==> src/rtl/hgcs_pkg.sv <==
//------------------------------------------------------------------------------
// hgcs_pkg
// Shared widths, constants and types of the scattering-cosine sampler.
//------------------------------------------------------------------------------
`default_nettype none

package hgcs_pkg;

	localparam int SAMPLE_BITS = 16;
	localparam int G_W         = 16;
	localparam int OUT_W       = 16;

	// Magnitudes of t = 2x-1 and of g.
	localparam int TM_W  = SAMPLE_BITS + 1;
	localparam int GM_W  = G_W;
	localparam int TSQ_W = 2 * TM_W;
	localparam int GSQ_W = 2 * GM_W;
	localparam int GCB_W = 3 * GM_W;
	localparam int GCB_H = GCB_W / 2;
	localparam int U_W   = 2 * SAMPLE_BITS + 1;

	// a = 1 + g*t, scaled by 2^(15+SAMPLE_BITS), and its square.
	localparam int A_W   = SAMPLE_BITS + 17;
	localparam int ASQ_W = 2 * A_W;

	// Terms of the numerator.
	localparam int P2_W = (2 * SAMPLE_BITS + 3) + GM_W;
	localparam int P3_W = GSQ_W + TM_W;
	localparam int PH_W = U_W + GCB_H;

	localparam int ACC_W = 2 * SAMPLE_BITS + 52;
	localparam int R_W   = 2 * SAMPLE_BITS + 54;

	// Quotient bits kept before saturation.
	localparam int Q_W       = OUT_W + 1;
	localparam int DIV_STEPS = Q_W;

	localparam logic [OUT_W-1:0] COS_MAX = {1'b0, {(OUT_W-1){1'b1}}};
	localparam logic [OUT_W-1:0] COS_MIN = {1'b1, {(OUT_W-1){1'b0}}};

	typedef struct packed {
		logic           neg;
		logic           ovf;
		logic [R_W-1:0] rem;
		logic [R_W-1:0] dsh;
		logic [Q_W-1:0] quo;
	} hgcs_div_t;

endpackage

`default_nettype wire

==> src/rtl/hgcs_div_step.sv <==
//------------------------------------------------------------------------------
// hgcs_div_step
// One registered step of the restoring divider: one quotient bit per stage.
//------------------------------------------------------------------------------
`default_nettype none

module hgcs_div_step import hgcs_pkg::*; (
	input  wire logic      clk,
	input  wire logic      arst_n,
	input  wire logic      en,
	input  wire logic      in_valid,
	input  wire hgcs_div_t in_d,
	output logic           out_valid,
	output hgcs_div_t      out_d
);

	hgcs_div_t nxt;
	logic      ge;

	always_comb begin
		ge       = (in_d.rem >= in_d.dsh);
		nxt.neg  = in_d.neg;
		nxt.ovf  = in_d.ovf;
		nxt.rem  = ge ? (in_d.rem - in_d.dsh) : in_d.rem;
		nxt.dsh  = in_d.dsh >> 1;
		nxt.quo  = {in_d.quo[Q_W-2:0], ge};
	end

	always_ff @(posedge clk or negedge arst_n) begin
		if (!arst_n) begin
			out_valid <= 1'b0;
		end else if (en) begin
			out_valid <= in_valid;
		end
	end

	always_ff @(posedge clk) begin
		if (en) begin
			out_d <= nxt;
		end
	end

endmodule

`default_nettype wire

==> config.mk <==
export PLATFORM = sky130hd
export DESIGN_NAME = hgcs_div_step
export DESIGN_NICKNAME = d
export VERILOG_FILES = /design/src/rtl/hgcs_pkg.sv /design/src/rtl/hgcs_div_step.sv
export SDC_FILE = /design/constraint.sdc
export NUM_CORES = 1
export LEC_CHECK = 0
export BUFFER_PORTS_ARGS = -buffer_cell sky130_fd_sc_hd__buf_2
export CAP_MARGIN = 20
export CELL_PAD_IN_SITES_DETAIL_PLACEMENT = 1
export CELL_PAD_IN_SITES_GLOBAL_PLACEMENT = 1
export CORE_ASPECT_RATIO = 0.8
export CORE_MARGIN = 1.5
export CORE_UTILIZATION = 35
export DETAILED_ROUTE_END_ITERATION = 7
export PLACE_DENSITY_LB_ADDON = 0.3
export SLEW_MARGIN = 5
export SYNTH_ARGS = -nofsm -noshare
export SYNTH_HDL_FRONTEND = slang
export SYNTH_SLANG_ARGS = --single-unit
export TNS_END_PERCENT = 30
==> constraint.sdc <==
create_clock -name clk -period 0.8 [get_ports clk]
set_clock_uncertainty 0.1 [all_clocks]
set_input_delay 0.04 -clock clk [delete_from_list [all_inputs] [get_ports clk]]
set_output_delay 0.04 -clock clk [all_outputs]
set_load 0.01 [all_outputs]
==> metrics.yaml, run 1 <==
status: "finished, violations left"
violations: "hold timing, setup timing"
insertion_delay_ns: 0.49
placementRows: 61
ys_warn_count: 0
syn_inst: 1320
syn-num-nets: 1602
pre_cts_ws_ns: -2.774
coreArea_mm2: 0.03503
p_total_mw: 37.16
die_x_um: 214.5
grt_max_degree: 23
yosysMostFrequentCell: "a21oi_1"
cellPowerDensity_mw_per_mm2: 1678
maxCapViolCount: 0
yosysTopAreaCell: "edfxtp_1"
drtIter0Drc: 1185
grt_use_met2_pct: 62.24
die-area_mm2: 0.03694
htreeDepth: 4
clk_pin_slew_worst_paths_ns: 0.07
use_met3_pct: 6.579
die_y_um: 172.2
rsz0062_at_grt: "true"
place_area_mm2: 0.01843
critical_path.max_fanout: 8
path_class: "input port to register"
routedWlPerCell_um: 24.36
cts_tree: "built"
min_period_over_period_pct: 379.9
first_pass_iters: 7
synth.ff_latch_count: 191
num_vias: 15207
gp_congestion: 0.9126
start_util_pct: 35.75
grt_pass1_wl_um: 98900
synth-edff-count: 190
multi_input_area_mm2: 0.006933
synth.distinct_cells: 72
via_per_inst: 5.408
antenna_found_initial: 6
whs_path_depth: 2
worstPathRequired_ns: 0.92
area_growth_pct: 76.78
cts_num_sinks: 191
stdcell_area_mm2: 0.02214
hp-class: "input port to register"
grt.overflow.total: 0
antenna_left: 0
start_kind: "input port"
worst_pin_slew_ns: 0.6567
synthTopCellsByArea: "edfxtp_1 (46%), ha_1 (8.6%), a21oi_1 (7.6%)"
crit_path_end_kind: "register"
syn_area_per_cell_um2: 9.488
tns_ns: -254.70
ios: 387
synth_flop_cell: "edfxtp_1"
finalHoldViolCount: 44
num-nets-final: 2604
drive_above_1_share_pct: 46.02
n_fill_cell: 3985
setup_ws_ns: -2.239
final-setup-viol-count: 279
seq_area_mm2: 0.005731
synth_top_area_share_pct: 45.55
drv_slew: 0
cts-root-buf: "clkbuf_16"
drc_errors: 0
crit_arrival_ns: 3.16
syn_area_mm2: 0.01252
clock_path_buffers: 2
slew_headroom_pct: 55.76
routed_wl_um: 68490
grt_pass1_vias: 16499
cts_buffers: 17
grt_use_total_pct: 35.36
top_usage_layer: "met2"
grt_util_met1_pct: 42.27
ff2ff_path_depth: 1
finalCriticalPeriod_ns: 3.039
place_hpwl_um: 43560
synth_seq_area_share_pct: 45.75
ir_worst_vdd_v: 0.001459
fin_util_pct: 63.20
fmax_ghz: 0.3290
power.leakage_nw: 10.08
ys_top_cells_by_count: "a21oi_1 (191), edfxtp_1 (190), nor2_1 (124), inv_1 (111), nand2_1 (109)"
whs_ns: -0.1764
port_buffers: 384
synth-async-reset-ratio_pct: 0.5236
-- sequential cells by signal, indices dropped and copies added, names as in the netlist --
signal / count
out_d: 190
out_valid: 1
-- worst max-delay path, cell delays in order --
cell	delay [ns]
buf_12	0.11
inv_12	0.04
ha_4	0.12
inv_2	0.04
fa_2	0.35
a21o_1	0.21
a221oi_2	0.29
buf_4	0.18
o221a_4	0.19
o2111ai_4	0.15
a32oi_2	0.30
a21oi_2	0.11
a21oi_2	0.19
o21a_4	0.28
buf_12	0.16
inv_16	0.06
buf_16	0.16
nor2_4	0.10
a21oi_2	0.05
-- path summary, 6_finish.rpt --
path / start / end / slack (ns)
worst min-delay path: in_d[148] / out_d[148]$_DFFE_PP_ / -0.18
max in group asynchronous: arst_n / out_valid$_DFFE_PN0P_ / 0.21
worst min register to register: out_valid$_DFFE_PN0P_ / out_valid$_DFFE_PN0P_ / 0.45
min in group asynchronous: arst_n / out_valid$_DFFE_PN0P_ / 0.29
worst max register to register: out_valid$_DFFE_PN0P_ / out_valid$_DFFE_PN0P_ / -0.08
worst max-delay path: in_d[103] / out_d[153]$_DFFE_PP_ / -2.24
-- logic make-up (layout without fill, tap and decap cells) --
family | count (synthesis) | after routing | share of synthesized area (%)
compound gates | 409 | 409 | 19.70
simple gates | 372 | 372 | 13.91
buf+inv | 175 | 1189 | 5.824
other cells | 1 | 7 | 0.02994
mux | 5 | 5 | 0.4395
fa+ha+maj | 87 | 87 | 8.751
flops | 191 | 191 | 45.75
xor+xnor | 80 | 80 | 5.594
-- power breakdown --
| group | leakage, nW | internal [mW] | switching (mW) |
|---|---|---|---|
| Sequential | 1.87 | 12.4 | 0.420 |
| Clock | 0.267 | 4.36 | 4.55 |
| Combinational | 7.94 | 7.22 | 8.24 |
| Total | 10.1 | 23.9 | 13.2 |
-- area by class of cell --
type | count | share of cell area, %
antenna | 6 | 0.06781
clock buffer | 19 | 1.955
clock inverter | 12 | 0.5934
inverter | 112 | 2.012
multi-input combinational | 954 | 31.31
sequential | 191 | 25.88
tap | 472 | 2.667
timing repair buffer | 1044 | 35.37
timing repair inverter | 2 | 0.1413
-- routing by layer --
metal	routed length, µm	part of all wire [%]
met1	28200	41
met2	34020	50
met3	3477	5.1
met4	2787	4.1
met5	0	0
-- per-stage QoR --
step,instances,hold WS [ns]
finish,2812,-0.1764
global route,2812,-0.1769
CTS,2799,-0.2244
detailed placement,2577,-0.2839
global placement,2577,-0.2840
floorplan,1320,-0.3556
-- layout by cell type, fill, tap and decap left out, drive strengths merged, types with 8 or more instances in the layout --
cell type	netlist	routed
o21ai	80	80
a21o	26	26
nor3	19	19
o21a	16	16
buf	25	879
ha	86	86
nand3	18	18
dlygate4sd3	0	161
inv	112	118
a31oi	10	10
a21oi	192	192
o31ai	11	11
o211ai	8	8
xor2	31	31
o21bai	19	19
nand2	109	109
nor2	125	125
nand4	45	45
edfxtp	190	190
xnor2	49	49
clkbuf	38	22
-- repair_timing --
item,CTS,global route
endpoints found under the setup margin,279,279
hold buffers,160,1
gates resized for setup,157,91
gates cloned,14,2
hold endpoints to repair,207,47
pin swaps,27,43
setup buffers,17,8
Note: power is estimated with default switching activity, not from simulation.
==> inputs of run 2 (changes only) <==
--- a/config.mk
+++ b/config.mk
@@ -9,9 +9,9 @@
 export CAP_MARGIN = 20
 export CELL_PAD_IN_SITES_DETAIL_PLACEMENT = 1
 export CELL_PAD_IN_SITES_GLOBAL_PLACEMENT = 1
-export CORE_ASPECT_RATIO = 0.8
 export CORE_MARGIN = 1.5
 export CORE_UTILIZATION = 35
+export CTS_CLUSTER_DIAMETER = 50
 export DETAILED_ROUTE_END_ITERATION = 7
 export PLACE_DENSITY_LB_ADDON = 0.3
 export SLEW_MARGIN = 5
==> run 2 against run 1 <==
  * Largest power group unchanged
  * Die area is essentially flat
  * Maximum frequency down 4.4%
  * Final cell count about the same
  * Core utilization grew 0.93 points
  * Clock power increased by 8.5%
  * Via count grew 3.0%
  * The flow still finishes with violations (hold timing, setup timing)
  * Combinational power is 6% higher
==> metrics.yaml, run 2 (synthesis results as in run 1) <==
num_vias: 15658  # +3.0%
die_x_um: 192.2  # -10%
grt.overflow.total: 0  # unchanged
ir_worst_vdd_v: 0.001632  # +12%
grt_max_degree: 21  # -8.7%
biggestRegsByFlops: "out_d (190), out_valid (1)"
cts-root-buf: "clkbuf_16"
violations: "hold timing, setup timing"
drtIter0Drc: 927  # -22%
drv_slew: 0  # unchanged
pre_cts_ws_ns: -2.844  # -0.07002 ns
ios: 387  # unchanged
maxCapViolCount: 0  # unchanged
grt_pass1_vias: 17101  # +3.6%
htreeDepth: 4  # unchanged
drive_above_1_share_pct: 48.48  # +2.5 points
cts_num_sinks: 191  # unchanged
start_kind: "input port"
clk_pin_slew_worst_paths_ns: 0.10  # +0.03 ns
crit_path_end_kind: "register"
finalCriticalPeriod_ns: 3.179  # +0.1401 ns
fmax_ghz: 0.3145  # -4.4%
final-setup-viol-count: 279  # unchanged
coreArea_mm2: 0.03540  # +1.0%
area_growth_pct: 81.25
finalHoldViolCount: 43  # -2.3%
final_cell_mix: "buf_4 (466), buf_2 (371), edfxtp_1 (190)"
die_y_um: 192.2  # +12%
crit_arrival_ns: 3.30  # +0.14 ns
antenna_found_initial: 7  # +1
num-nets-final: 2612  # +0.31%
gp_congestion: 0.9058  # -0.75%
rrSetupSlack_ns: -0.05  # +0.03 ns
drc_errors: 0  # unchanged
cellPowerDensity_mw_per_mm2: 1714  # +2.1%
grt_pass1_wl_um: 100400  # +1.5%
whs_ns: -0.1830  # -0.006638 ns
routed_wl_um: 71890  # +5.0%
first_pass_iters: 5  # -2
via_per_inst: 5.572  # +3.0%
critical_path.max_fanout: 4  # -4
cts_buffers: 17  # unchanged
fin_util_pct: 64.13  # +0.93 points
p_total_mw: 38.90  # +4.7%
antenna_left: 0  # unchanged
insertion_delay_ns: 0.47  # -0.02 ns
ff2ff_path_depth: 1  # unchanged
hp-class: "input port to register"
largest_register: "out_d"
largest_reg_flops: 190  # unchanged
worst_pin_slew_ns: 0.6955  # +0.03876 ns
place_inst: 2566  # -0.43%
power.leakage_nw: 10.29  # +2.1%
worstPathRequired_ns: 0.92  # about the same
whs_path_depth: 2  # unchanged
grt_use_total_pct: 36.17  # +0.81 points
routedWlPerCell_um: 25.58  # +5.0%
placementRows: 69  # +13%
cts_tree: "built"
start_util_pct: 35.38  # -0.37 points
clock_path_buffers: 2  # unchanged
place_hpwl_um: 41700  # -4.3%
final_common_cell: "buf_4"
path_class: "input port to register"
slew_headroom_pct: 53.15  # -2.6 points
rsz0062_at_grt: "true"
setup_ws_ns: -2.379  # -0.1401 ns
port_buffers: 384  # unchanged
n_fill_cell: 4002  # +0.43%
min_period_over_period_pct: 397.4  # +18 points
final_cells: 2810  # -0.071%
status: "finished, violations left"
die-area_mm2: 0.03693  # about the same
tns_ns: -259.48  # -4.781 ns
-- run 2: cell count changes in the layout (fill, tap and decap cells not counted), sizes merged --
cell / delta
clkinvlp: -2
clkinv: -2
buf: +14
inv: +8
dlygate4sd3: -7
clkbuf: -2
-- run 2: worst paths after layout --
| check | end | startpoint |
|---|---|---|
| worst max-delay path | out_d[186]$_DFFE_PP_ | in_d[18] |
| worst min-delay path | out_d[148]$_DFFE_PP_ | in_d[148] |
| worst max register to register | out_valid$_DFFE_PN0P_ | out_valid$_DFFE_PN0P_ |
| worst min register to register | out_valid$_DFFE_PN0P_ | out_valid$_DFFE_PN0P_ |
| max in group asynchronous | out_valid$_DFFE_PN0P_ | arst_n |
| min in group asynchronous | out_valid$_DFFE_PN0P_ | arst_n |
-- run 2: area by class of cell --
type,instances,area (µm²),share of cell area (%)
timing repair buffer,1051,8071,35.56
clock buffer,17,425.4,1.874
antenna,6,15.01,0.06614
inverter,112,449.2,1.979
sequential,191,5731,25.24
clock inverter,15,186.4,0.8213
timing repair inverter,3,56.30,0.2480
tap,461,576.8,2.541
multi-input combinational,954,7189,31.67
-- run 2: critical path, stage by stage --
cell       delay [ns]
buf_2            0.10
inv_1            0.10
ha_1             0.33
nor2b_2          0.19
o2111ai_2        0.23
a311oi_1         0.52
buf_4            0.20
o41a_1           0.23
o2111ai_1        0.16
a211o_1          0.40
a21oi_2          0.27
a21oi_1          0.13
xnor2_1          0.25
a21oi_1          0.13
-- run 2: power breakdown --
group	switching [mW]	internal [mW]	total, mW
clock network	5.11	4.56	9.67
logic	8.73	7.69	16.4
registers	0.449	12.4	12.8
-- run 2: what timing repair did --
action | CTS | global route
gates resized for setup | 255 | 100
setup endpoints to repair | 279 | 279
hold endpoints to repair | 223 | 48
cloned | 18 | 2
hold buffers | 153 | 1
setup buffers | 21 | 13
pin swaps | 23 | 32
-- run 2: through the flow --
step | hold WS, ns | cell area, µm²
floorplan | -0.3556 | 12590
global placement | -0.2832 | 18360
detailed placement | -0.2805 | 18360
CTS | -0.1884 | 22070
global route | -0.1929 | 22700
finish | -0.1830 | 22700
-- run 2: per-layer routing --
layer / up-vias / wire length [µm] / global-route usage (%)
li1: 6849 / - / -
met1: 7762 / 26270 / 39.59
met2: 765 / 37060 / 66.62
met3: 280 / 4162 / 6.559
met4: 2 / 4388 / 17.83
met5: - / 13 / 0
